--- config.mk ---
export PLATFORM = sky130hd
export DESIGN_NAME = tilt_complementary_filter_core
export DESIGN_NICKNAME = d
export VERILOG_FILES = /design/src/hdl/tcf_pkg.sv /design/src/hdl/tcf_controller.sv /design/src/hdl/tcf_datapath.sv /design/src/hdl/tilt_complementary_filter_core.sv
export VERILOG_INCLUDE_DIRS = /design/src /design/src/hdl
export SDC_FILE = /design/constraint.sdc
export NUM_CORES = 2
export LEC_CHECK = 0
export BUFFER_PORTS_ARGS = -buffer_cell sky130_fd_sc_hd__buf_2
export CAP_MARGIN = 5
export CORE_AREA = 2 2 526 371
export CTS_BUF_LIST = sky130_fd_sc_hd__clkbuf_4 sky130_fd_sc_hd__clkbuf_8
export DETAILED_ROUTE_END_ITERATION = 12
export DIE_AREA = 0 0 528 373
export GPL_TIMING_DRIVEN = 0
export PLACE_DENSITY_LB_ADDON = 0.05
export SLEW_MARGIN = 10
export SYNTH_ARGS = -nofsm -noshare
export SYNTH_HDL_FRONTEND = slang
export SYNTH_SLANG_ARGS = --single-unit
--- constraint.sdc ---
create_clock -name clk -period 8.6 [get_ports clk]
set_input_delay 0.86 -clock clk [delete_from_list [all_inputs] [get_ports clk]]
set_output_delay 0.86 -clock clk [all_outputs]
set_load 0.02 [all_outputs]
--- src/hdl/tilt_complementary_filter_core_assert.svh ---
// assertion macros for the tilt complementary filter core
// used inside modules that have clk and rst_n in scope
`ifndef TILT_COMPLEMENTARY_FILTER_CORE_ASSERT_SVH
`define TILT_COMPLEMENTARY_FILTER_CORE_ASSERT_SVH

// same-cycle implication
`define TCF_ASSERT_IMP(label, ante, cons) \
    label: assert property (@(posedge clk) disable iff (!rst_n) (ante) |-> (cons)) \
        else $error("tcf assertion failed");

// next-cycle implication
`define TCF_ASSERT_NXT(label, ante, cons) \
    label: assert property (@(posedge clk) disable iff (!rst_n) (ante) |=> (cons)) \
        else $error("tcf assertion failed");

`endif

--- src/hdl/tcf_pkg.sv ---
// shared types, constants and the tilt lookup for the tilt complementary filter
// no dependencies
package tcf_pkg;

    localparam int NumLanes    = 2;
    localparam int ACCEL_W     = 10;
    localparam int GYRO_W      = 16;
    localparam int TICK_W      = 16;
    localparam int ANGLE_W     = 16;
    localparam int ACC_ANG_W   = 9;
    localparam int WEIGHT_W    = 8;
    localparam int TABLE_W     = 7;
    localparam int INDEX_W     = 6;
    localparam int PROD_W      = 32;
    localparam int RECIP_W     = 21;
    localparam int RECIP_SHIFT = 35;
    localparam int QUOT_W      = 17;
    localparam int SUM_W       = 19;
    localparam int KEEP_W      = 28;
    localparam int BLEND_W     = 29;
    localparam int BLEND_SHIFT = 7;

    localparam logic [WEIGHT_W-1:0] FULL_WEIGHT    = 8'd128;
    localparam logic [WEIGHT_W-1:0] WEIGHT_RESET   = 8'd3;
    localparam logic [14:0]         TICK_DIVISOR   = 15'd20000;
    // floor(2^35 / 20000), quotient estimate is exact or one low
    localparam logic [RECIP_W-1:0]  TICK_RECIP     = 21'd1717986;
    localparam logic signed [ACC_ANG_W-1:0] HALF_TURN = 9'sd180;
    localparam logic [ACCEL_W-2:0]  MAX_INDEX      = 9'd63;

    localparam logic [TABLE_W-1:0] TILT_TABLE [64] = '{
        7'd0,  7'd1,  7'd2,  7'd3,  7'd4,  7'd5,  7'd5,  7'd6,
        7'd7,  7'd8,  7'd9,  7'd10, 7'd11, 7'd12, 7'd13, 7'd14,
        7'd15, 7'd16, 7'd17, 7'd18, 7'd19, 7'd19, 7'd20, 7'd21,
        7'd22, 7'd23, 7'd24, 7'd25, 7'd26, 7'd27, 7'd28, 7'd29,
        7'd31, 7'd32, 7'd33, 7'd34, 7'd35, 7'd36, 7'd37, 7'd38,
        7'd39, 7'd41, 7'd42, 7'd43, 7'd44, 7'd46, 7'd47, 7'd48,
        7'd50, 7'd51, 7'd53, 7'd54, 7'd56, 7'd57, 7'd59, 7'd61,
        7'd63, 7'd65, 7'd67, 7'd69, 7'd72, 7'd76, 7'd80, 7'd90
    };

    typedef enum logic [2:0] {
        ST_IDLE,
        ST_MUL,
        ST_RECIP,
        ST_CORR,
        ST_SUM,
        ST_BLEND,
        ST_EMIT
    } tcf_state_t;

    typedef struct packed {
        logic capture;
        logic mul;
        logic recip;
        logic corr;
        logic sum;
        logic blend;
        logic emit;
    } tcf_cmd_t;

    // accelerometer tilt: table at |a|>>1 (saturated), signed, folded when z < 0
    function automatic logic signed [ACC_ANG_W-1:0] acc_tilt(
        input logic signed [ACCEL_W-1:0] a,
        input logic                      z_neg
    );
        logic [ACCEL_W-1:0]          mag;
        logic [ACCEL_W-2:0]          idx;
        logic [INDEX_W-1:0]          sat;
        logic signed [ACC_ANG_W-1:0] ang;
        logic signed [ACC_ANG_W-1:0] res;
        mag = a[ACCEL_W-1] ? ACCEL_W'(-a) : ACCEL_W'(a);
        idx = mag[ACCEL_W-1:1];
        sat = (idx > MAX_INDEX) ? INDEX_W'(MAX_INDEX) : idx[INDEX_W-1:0];
        ang = signed'(ACC_ANG_W'(TILT_TABLE[sat]));
        if (a[ACCEL_W-1])
        begin
            ang = -ang;
        end
        res = ang;
        if (z_neg)
        begin
            res = ang[ACC_ANG_W-1] ? (-HALF_TURN - ang) : (HALF_TURN - ang);
        end
        return res;
    endfunction

endpackage

--- src/hdl/tcf_controller.sv ---
// sequencer for the tilt complementary filter: handshakes and step commands
// depends on tcf_pkg and tilt_complementary_filter_core_assert.svh
`include "tilt_complementary_filter_core_assert.svh"

module tcf_controller (
    input  logic              clk,
    input  logic              rst_n,
    input  logic              in_valid,
    output logic              in_stall,
    output logic              out_valid,
    input  logic              out_stall,
    output tcf_pkg::tcf_cmd_t cmd
);
    import tcf_pkg::*;

    tcf_state_t state_reg;
    tcf_state_t state_next;
    logic       out_valid_reg;
    logic       out_valid_next;
    logic       emit_ok;

    // output slot free or being drained this cycle
    assign emit_ok = !out_valid_reg || !out_stall;

    always_ff @(posedge clk or negedge rst_n)
    begin
        if (!rst_n)
        begin
            state_reg     <= ST_IDLE;
            out_valid_reg <= 1'b0;
        end
        else
        begin
            state_reg     <= state_next;
            out_valid_reg <= out_valid_next;
        end
    end

    always_comb
    begin
        state_next = state_reg;
        unique case (state_reg)
            ST_IDLE:  if (in_valid) state_next = ST_MUL;
            ST_MUL:   state_next = ST_RECIP;
            ST_RECIP: state_next = ST_CORR;
            ST_CORR:  state_next = ST_SUM;
            ST_SUM:   state_next = ST_BLEND;
            ST_BLEND: state_next = ST_EMIT;
            ST_EMIT:  if (emit_ok) state_next = ST_IDLE;
            default:  state_next = ST_IDLE;
        endcase
    end

    always_comb
    begin
        cmd      = '0;
        in_stall = 1'b1;
        unique case (state_reg)
            ST_IDLE:
            begin
                in_stall    = 1'b0;
                cmd.capture = in_valid;
            end
            ST_MUL:   cmd.mul   = 1'b1;
            ST_RECIP: cmd.recip = 1'b1;
            ST_CORR:  cmd.corr  = 1'b1;
            ST_SUM:   cmd.sum   = 1'b1;
            ST_BLEND: cmd.blend = 1'b1;
            ST_EMIT:  cmd.emit  = emit_ok;
            default:  cmd       = '0;
        endcase
    end

    always_comb
    begin
        out_valid_next = out_valid_reg;
        if (cmd.emit)
        begin
            out_valid_next = 1'b1;
        end
        else if (!out_stall)
        begin
            out_valid_next = 1'b0;
        end
    end

    assign out_valid = out_valid_reg;

    `TCF_ASSERT_NXT(a_accept_starts_work, in_valid && !in_stall, state_reg == ST_MUL)
    `TCF_ASSERT_NXT(a_emit_sets_valid, cmd.emit, out_valid_reg)
    `TCF_ASSERT_IMP(a_no_overwrite, cmd.emit, !(out_valid_reg && out_stall))
    `TCF_ASSERT_NXT(a_result_held, out_valid_reg && out_stall, out_valid_reg)

endmodule

--- src/hdl/tcf_datapath.sv ---
// arithmetic lanes for the x and y axes, blend weight and output registers
// depends on tcf_pkg
module tcf_datapath (
    input  logic                                    clk,
    input  logic                                    rst_n,
    input  tcf_pkg::tcf_cmd_t                       cmd,
    input  logic                                    cfg_write_en,
    input  logic [tcf_pkg::WEIGHT_W-1:0]            cfg_write_data,
    input  logic signed [tcf_pkg::ACCEL_W-1:0]      accel_x,
    input  logic signed [tcf_pkg::ACCEL_W-1:0]      accel_y,
    input  logic signed [tcf_pkg::ACCEL_W-1:0]      accel_z,
    input  logic signed [tcf_pkg::GYRO_W-1:0]       gyro_x,
    input  logic signed [tcf_pkg::GYRO_W-1:0]       gyro_y,
    input  logic [tcf_pkg::TICK_W-1:0]              elapsed_ticks,
    output logic signed [tcf_pkg::ANGLE_W-1:0]      angle_x,
    output logic signed [tcf_pkg::ANGLE_W-1:0]      angle_y,
    output logic signed [tcf_pkg::ACC_ANG_W-1:0]    acc_angle_x,
    output logic signed [tcf_pkg::ACC_ANG_W-1:0]    acc_angle_y
);
    import tcf_pkg::*;

    localparam int RP_W = PROD_W + RECIP_W;

    logic [WEIGHT_W-1:0]          weight_reg;
    logic [WEIGHT_W-1:0]          weight_eff;
    logic [TICK_W-1:0]            dt_reg;

    logic signed [ACCEL_W-1:0]    accel_lane   [NumLanes];
    logic signed [GYRO_W-1:0]     gyro_lane    [NumLanes];

    logic signed [ACC_ANG_W-1:0]  acc_ang_reg  [NumLanes];
    logic [GYRO_W-1:0]            gmag_reg     [NumLanes];
    logic                         gneg_reg     [NumLanes];
    logic [PROD_W-1:0]            prod_reg     [NumLanes];
    logic [QUOT_W-1:0]            q0_reg       [NumLanes];
    logic [QUOT_W-1:0]            q_reg        [NumLanes];
    logic signed [SUM_W-1:0]      sum_reg      [NumLanes];
    logic signed [ANGLE_W-1:0]    filtered_reg [NumLanes];

    logic signed [ACC_ANG_W-1:0]  acc_ang_next [NumLanes];
    logic [GYRO_W-1:0]            gmag_next    [NumLanes];
    logic [PROD_W-1:0]            prod_next    [NumLanes];
    logic [QUOT_W-1:0]            q0_next      [NumLanes];
    logic [QUOT_W-1:0]            q_next       [NumLanes];
    logic signed [SUM_W-1:0]      sum_next     [NumLanes];
    logic signed [ANGLE_W-1:0]    filtered_next[NumLanes];

    assign accel_lane[0] = accel_x;
    assign accel_lane[1] = accel_y;
    assign gyro_lane[0]  = gyro_x;
    assign gyro_lane[1]  = gyro_y;

    // weights above full scale act as full scale
    assign weight_eff = (weight_reg > FULL_WEIGHT) ? FULL_WEIGHT : weight_reg;

    always_comb
    begin
        logic [RP_W-1:0]             recip_prod;
        logic [PROD_W-1:0]           back;
        logic [PROD_W-1:0]           rem;
        logic signed [SUM_W-1:0]     rate;
        logic signed [WEIGHT_W:0]    keep_w;
        logic signed [WEIGHT_W:0]    acc_w;
        logic signed [KEEP_W-1:0]    keep_term;
        logic signed [KEEP_W-1:0]    acc_term;
        logic signed [BLEND_W-1:0]   blend_sum;
        keep_w = signed'({1'b0, WEIGHT_W'(FULL_WEIGHT - weight_eff)});
        acc_w  = signed'({1'b0, weight_eff});
        for (int l = 0; l < NumLanes; l++)
        begin
            acc_ang_next[l] = acc_tilt(accel_lane[l], accel_z[ACCEL_W-1]);
            gmag_next[l]    = gyro_lane[l][GYRO_W-1] ? GYRO_W'(-gyro_lane[l])
                                                     : GYRO_W'(gyro_lane[l]);

            // |gyro| * dt
            prod_next[l] = PROD_W'(gmag_reg[l]) * PROD_W'(dt_reg);

            // quotient estimate by reciprocal multiply
            recip_prod = RP_W'(prod_reg[l]) * RP_W'(TICK_RECIP);
            q0_next[l] = recip_prod[RECIP_SHIFT +: QUOT_W];

            // estimate may be one low
            back      = PROD_W'(q0_reg[l]) * PROD_W'(TICK_DIVISOR);
            rem       = prod_reg[l] - back;
            q_next[l] = (rem >= PROD_W'(TICK_DIVISOR)) ? (q0_reg[l] + QUOT_W'(1))
                                                       : q0_reg[l];

            // truncated quotient takes the gyro sign
            rate = signed'(SUM_W'(q_reg[l]));
            if (gneg_reg[l])
            begin
                rate = -rate;
            end
            sum_next[l] = SUM_W'(filtered_reg[l]) + rate;

            keep_term        = keep_w * sum_reg[l];
            acc_term         = acc_w * acc_ang_reg[l];
            blend_sum        = BLEND_W'(keep_term) + BLEND_W'(acc_term);
            filtered_next[l] = blend_sum[BLEND_SHIFT +: ANGLE_W];
        end
    end

    always_ff @(posedge clk or negedge rst_n)
    begin
        if (!rst_n)
        begin
            weight_reg <= WEIGHT_RESET;
            for (int l = 0; l < NumLanes; l++)
            begin
                filtered_reg[l] <= '0;
            end
        end
        else
        begin
            if (cfg_write_en)
            begin
                weight_reg <= cfg_write_data;
            end
            if (cmd.blend)
            begin
                for (int l = 0; l < NumLanes; l++)
                begin
                    filtered_reg[l] <= filtered_next[l];
                end
            end
        end
    end

    always_ff @(posedge clk)
    begin
        if (cmd.capture)
        begin
            dt_reg <= elapsed_ticks;
        end
        for (int l = 0; l < NumLanes; l++)
        begin
            if (cmd.capture)
            begin
                acc_ang_reg[l] <= acc_ang_next[l];
                gmag_reg[l]    <= gmag_next[l];
                gneg_reg[l]    <= gyro_lane[l][GYRO_W-1];
            end
            if (cmd.mul)
            begin
                prod_reg[l] <= prod_next[l];
            end
            if (cmd.recip)
            begin
                q0_reg[l] <= q0_next[l];
            end
            if (cmd.corr)
            begin
                q_reg[l] <= q_next[l];
            end
            if (cmd.sum)
            begin
                sum_reg[l] <= sum_next[l];
            end
        end
        if (cmd.emit)
        begin
            angle_x     <= filtered_reg[0];
            angle_y     <= filtered_reg[1];
            acc_angle_x <= acc_ang_reg[0];
            acc_angle_y <= acc_ang_reg[1];
        end
    end

endmodule

--- src/hdl/tilt_complementary_filter_core.sv ---
// top level of the tilt complementary filter: controller plus datapath
// depends on tcf_pkg, tcf_controller and tcf_datapath
//
//   channel  handshake                 words
//   in       in_valid / in_stall       accel_x, accel_y, accel_z, gyro_x, gyro_y,
//                                      elapsed_ticks
//   out      out_valid / out_stall     angle_x, angle_y, acc_angle_x, acc_angle_y
//   cfg      cfg_write_en              cfg_write_data (blend weight)
//
// each word passes the accept step, five arithmetic steps (gyro product,
// reciprocal multiply, quotient correction, gyro add, blend multiply) run on
// both axis lanes at once, then the output load, before the next word is taken
// reset clears both filtered angles and sets the blend weight to 3
// the output load waits while the previous result sits stalled; a new input
// word is taken while a finished result waits
module tilt_complementary_filter_core (
    input  logic                                    clk,
    input  logic                                    rst_n,
    input  logic                                    cfg_write_en,
    input  logic [tcf_pkg::WEIGHT_W-1:0]            cfg_write_data,
    input  logic                                    in_valid,
    output logic                                    in_stall,
    input  logic signed [tcf_pkg::ACCEL_W-1:0]      accel_x,
    input  logic signed [tcf_pkg::ACCEL_W-1:0]      accel_y,
    input  logic signed [tcf_pkg::ACCEL_W-1:0]      accel_z,
    input  logic signed [tcf_pkg::GYRO_W-1:0]       gyro_x,
    input  logic signed [tcf_pkg::GYRO_W-1:0]       gyro_y,
    input  logic [tcf_pkg::TICK_W-1:0]              elapsed_ticks,
    output logic                                    out_valid,
    input  logic                                    out_stall,
    output logic signed [tcf_pkg::ANGLE_W-1:0]      angle_x,
    output logic signed [tcf_pkg::ANGLE_W-1:0]      angle_y,
    output logic signed [tcf_pkg::ACC_ANG_W-1:0]    acc_angle_x,
    output logic signed [tcf_pkg::ACC_ANG_W-1:0]    acc_angle_y
);
    import tcf_pkg::*;

    tcf_cmd_t cmd;

    tcf_controller u_ctrl (
        .clk       (clk),
        .rst_n     (rst_n),
        .in_valid  (in_valid),
        .in_stall  (in_stall),
        .out_valid (out_valid),
        .out_stall (out_stall),
        .cmd       (cmd)
    );

    tcf_datapath u_dp (
        .clk            (clk),
        .rst_n          (rst_n),
        .cmd            (cmd),
        .cfg_write_en   (cfg_write_en),
        .cfg_write_data (cfg_write_data),
        .accel_x        (accel_x),
        .accel_y        (accel_y),
        .accel_z        (accel_z),
        .gyro_x         (gyro_x),
        .gyro_y         (gyro_y),
        .elapsed_ticks  (elapsed_ticks),
        .angle_x        (angle_x),
        .angle_y        (angle_y),
        .acc_angle_x    (acc_angle_x),
        .acc_angle_y    (acc_angle_y)
    );

endmodule
==> flow_metrics.py <==
metrics = {
    "finish": {
        "finalNetCount": 10700,
        "final_layout_size_suffix_gt1_share_pct": 5.01,
        "finish.cell_count_without_fillers": 10700,
        "flip_flop_count_of_the_largest_register_all_copies_and_words_added": 64,
        "finish.instance_area_um2": 82300,
        "flow.area_growth_from_synthesis_pct": 7.86,
        "multiInputGateArea_um2": 59400,
        "sequential_cell_area_um2": 9750,
        "fillerInstances": 19100,
    },
    "global_routing": {
        "first_global_vias": 56200,
        "use_met1_pct": 36.4,
        "grt_start_max_net_pins": 31,
        "gr-total-overflow": 0,
        "layer_with_the_highest_usage_after_global_routing": "met1",
        "wire_length_of_the_first_global_routing_pass_mm": 339,
        "use_met3_pct": 4.60,
        "grtUsageMet2_pct": 30.8,
        "grt_usage_pct": 22.5,
        "number_of_antenna_violations_at_the_first_check_in_global_routing": 18,
    },
    "die": {
        "chipHeight_um": 373,
        "fp.dieArea_um2": 197000,
        "fp.coreArea_um2": 192000,
        "floorplan.die.width_um": 528,
        "ioPinCount": 143,
        "start_util_pct": 39.7,
        "std_cell_rows": 135,
    },
    "clocking": {
        "tritoncts.num_buffers": 66,
        "cts.reportedPaths.clkPinSlew_ns": 0.06,
        "clock_sinks": 332,
        "tritoncts_clock_tree": "built",
        "max_h_tree_level": 3,
        "clk-insertion-delay-late_ns": 0.77,
        "cts_root_buf": "clkbuf_8",
        "clock_path_buffers": 3,
    },
    "detailed_routing": {
        "drtIter0Drc": 3438,
        "first_pass_iters": 6,
        "avgRoutedWirePerCell_um": 20.1,
        "drc": 0,
        "postRouteAntennaNets": 0,
        "routed-via-count": 53400,
        "detail_route.wirelength_mm": 215,
        "drt-vias-per-instance": 5.01,
    },
    "place": {
        "placement.cell_area_um2": 80400,
        "port-buffer-count": 128,
        "gp_congestion": 0.918,
        "place.detailed.hpwl_mm": 184,
        "placed_cells": 10500,
    },
    "timing": {
        "finalWorstPathRequiredPeriod_ns": 8.19,
        "timing_hold_violations_final": 0,
        "timing.slew.headroom_pct": 16.6,
        "final_max_slew_viol_count": 0,
        "tightest_slew_ns": 1.22,
        "worst_clock_skew_ns": 0.0802,
        "setup_violations": 0,
        "fin_crit_sh_pct": 95.2,
        "max_freq_mhz": 122,
    },
    "yosys": {
        "yosys_register_bits": 332,
        "synthesis.yosys.warnings": 0,
        "synth_sequential_area_ratio_pct": 12.8,
        "synthFlopType": "edfxtp_1",
        "synthesis.area_per_instance_um2": 9.71,
        "most_instantiated_library_cell_after_synthesis": "inv_1",
        "synth_top_area_share_pct": 33.7,
        "synth_enable_flop_cells": 288,
        "synth_area_leaders": "fa_1 (34%), ha_1 (20%), edfxtp_1 (11%), inv_1 (8.9%), and2_1 (4.0%)",
        "synth.largest_area_cell": "fa_1",
        "synth_cells": 7860,
        "synth_top_cells_by_count": "inv_1 (1803), fa_1 (1286), ha_1 (1197)",
        "post_synthesis_net_count": 10400,
        "netlist-cell-type-count": 92,
        "synth-async-reset-ratio_pct": 13.3,
        "netlist_area_um2": 76300,
    },
    "job": {
        "maxCapViolations": 0,
    },
    "critical_path": {
        "critical_path_peak_fanout": 10,
        "crit_end_category": "flop",
        "ff2ff_setup_slack_ns": 0.41,
        "setup.worst_path.class": "flop to flop",
        "cp_data_arrival_time_ns": 8.66,
        "timing.critical_path.required_ns": 9.07,
        "r2r.worst_path.cells": 25,
        "timing.critical_path.from_type": "flop",
    },
    "hold_path": {
        "min_delay_path_depth": 1,
        "hp-class": "input port to flop",
    },
    "status": {
        "status": "finished, final reports clean",
    },
}
## final timing paths
kind                                        from               endpoint
setup / recovery                  u_dp.dt_reg[5]   u_dp.prod_reg[0][59]
hold / removal                 elapsed_ticks[15]        u_dp.dt_reg[15]
setup reg to reg                  u_dp.dt_reg[5]   u_dp.prod_reg[0][59]
hold reg to reg            u_dp.filtered_reg[16]        u_dp.angle_x[0]
max in group asynchronous                  rst_n    u_ctrl.state_reg[0]
min in group asynchronous                  rst_n  u_dp.filtered_reg[28]
## critical path, stage by stage, from the launching register on
cell	delay (ns)
edfxtp_1	0.64
clkbuf_1	0.80
nand2_1	0.19
fa_1	0.55
inv_1	0.05
fa_1	0.47
inv_1	0.05
fa_1	0.50
fa_1	0.56
inv_1	0.05
fa_1	0.47
inv_1	0.05
fa_1	0.48
inv_1	0.04
ha_1	0.32
a21o_1	0.20
a21o_1	0.17
a21o_1	0.18
a31o_2	0.23
o21bai_1	0.24
a21oi_1	0.18
o31ai_1	0.44
a21oi_1	0.28
a2111oi_0	0.47
nor3_1	0.13
xor2_1	0.17
## stage by stage
step / hold slack [ns] / setup WS, ns / utilization [%] / setup TNS, ns
after global placement: 0.474 / -1.32 / 41.7 / -25.35
after floorplan: 0.448 / 0.804 / - / 0
after detailed placement: 0.477 / -1.26 / 41.8 / -23.07
final: 0.260 / 0.412 / 42.8 / 0
after global routing: 0.196 / -0.0211 / 42.8 / -0.0331
after CTS: 0.169 / 0.00709 / 42.7 / 0
## cell type report
| type | count | share of cell area [%] |
|---|---|---|
| Multi-Input combinational cell | 5551 | 72.2 |
| Clock buffer | 91 | 1.41 |
| Inverter | 1803 | 8.23 |
| Buffer | 173 | 0.885 |
| Sequential cell | 332 | 11.8 |
| Antenna cell | 5 | 0.0152 |
| Clock inverter | 25 | 0.298 |
| Timing Repair Buffer | 162 | 1.26 |
| Tap cell | 2534 | 3.85 |
## cells in the final DEF, fill, tap and decap left out, types with 31 or more instances in the layout
cell type,n
xor2_1,107
and2_1,494
clkbuf_8,77
buf_2,134
nor2_1,199
nor3_1,79
a21oi_1,197
fa_1,1286
xnor2_1,275
clkbuf_1,138
nand3_1,59
inv_1,1801
edfxtp_1,288
dfrtp_1,42
nand2b_1,56
ha_1,1194
o21ai_0,188
nand2_1,656
nor2b_1,55
o31ai_1,38
a211oi_1,31
a21o_1,86
o21a_1,48
## layer usage
layer	up-vias	part of all wire, %
met5	-	0.069
met1	26800	53
li1	25400	-
met4	6	1.4
met2	1149	39
met3	139	6.5
## cells by family after synthesis
family	Yosys count	synth area share (%)
multiplexers	26	0.362
buffers and inverters	1977	9.74
flip-flops	332	12.8
XOR/XNOR	389	4.49
adder cells (fa/ha/maj)	2484	53.4
AO/OA/AOI/OAI	872	7.57
AND/OR/NAND/NOR	1780	11.7
## timing repair
item | 4_1_cts | 5_1_grt
endpoints found under the hold margin | 16 | 0
cloned | 0 | 0
pin swaps | 3 | 7
hold buffers | 1 | 0
endpoints found under the setup margin | 50 | 45
setup buffers | 9 | 9
gates resized for setup | 42 | 75
Power is not shown: default switching activity piles up to over one toggle a cycle in this logic, so the estimate is an artifact.
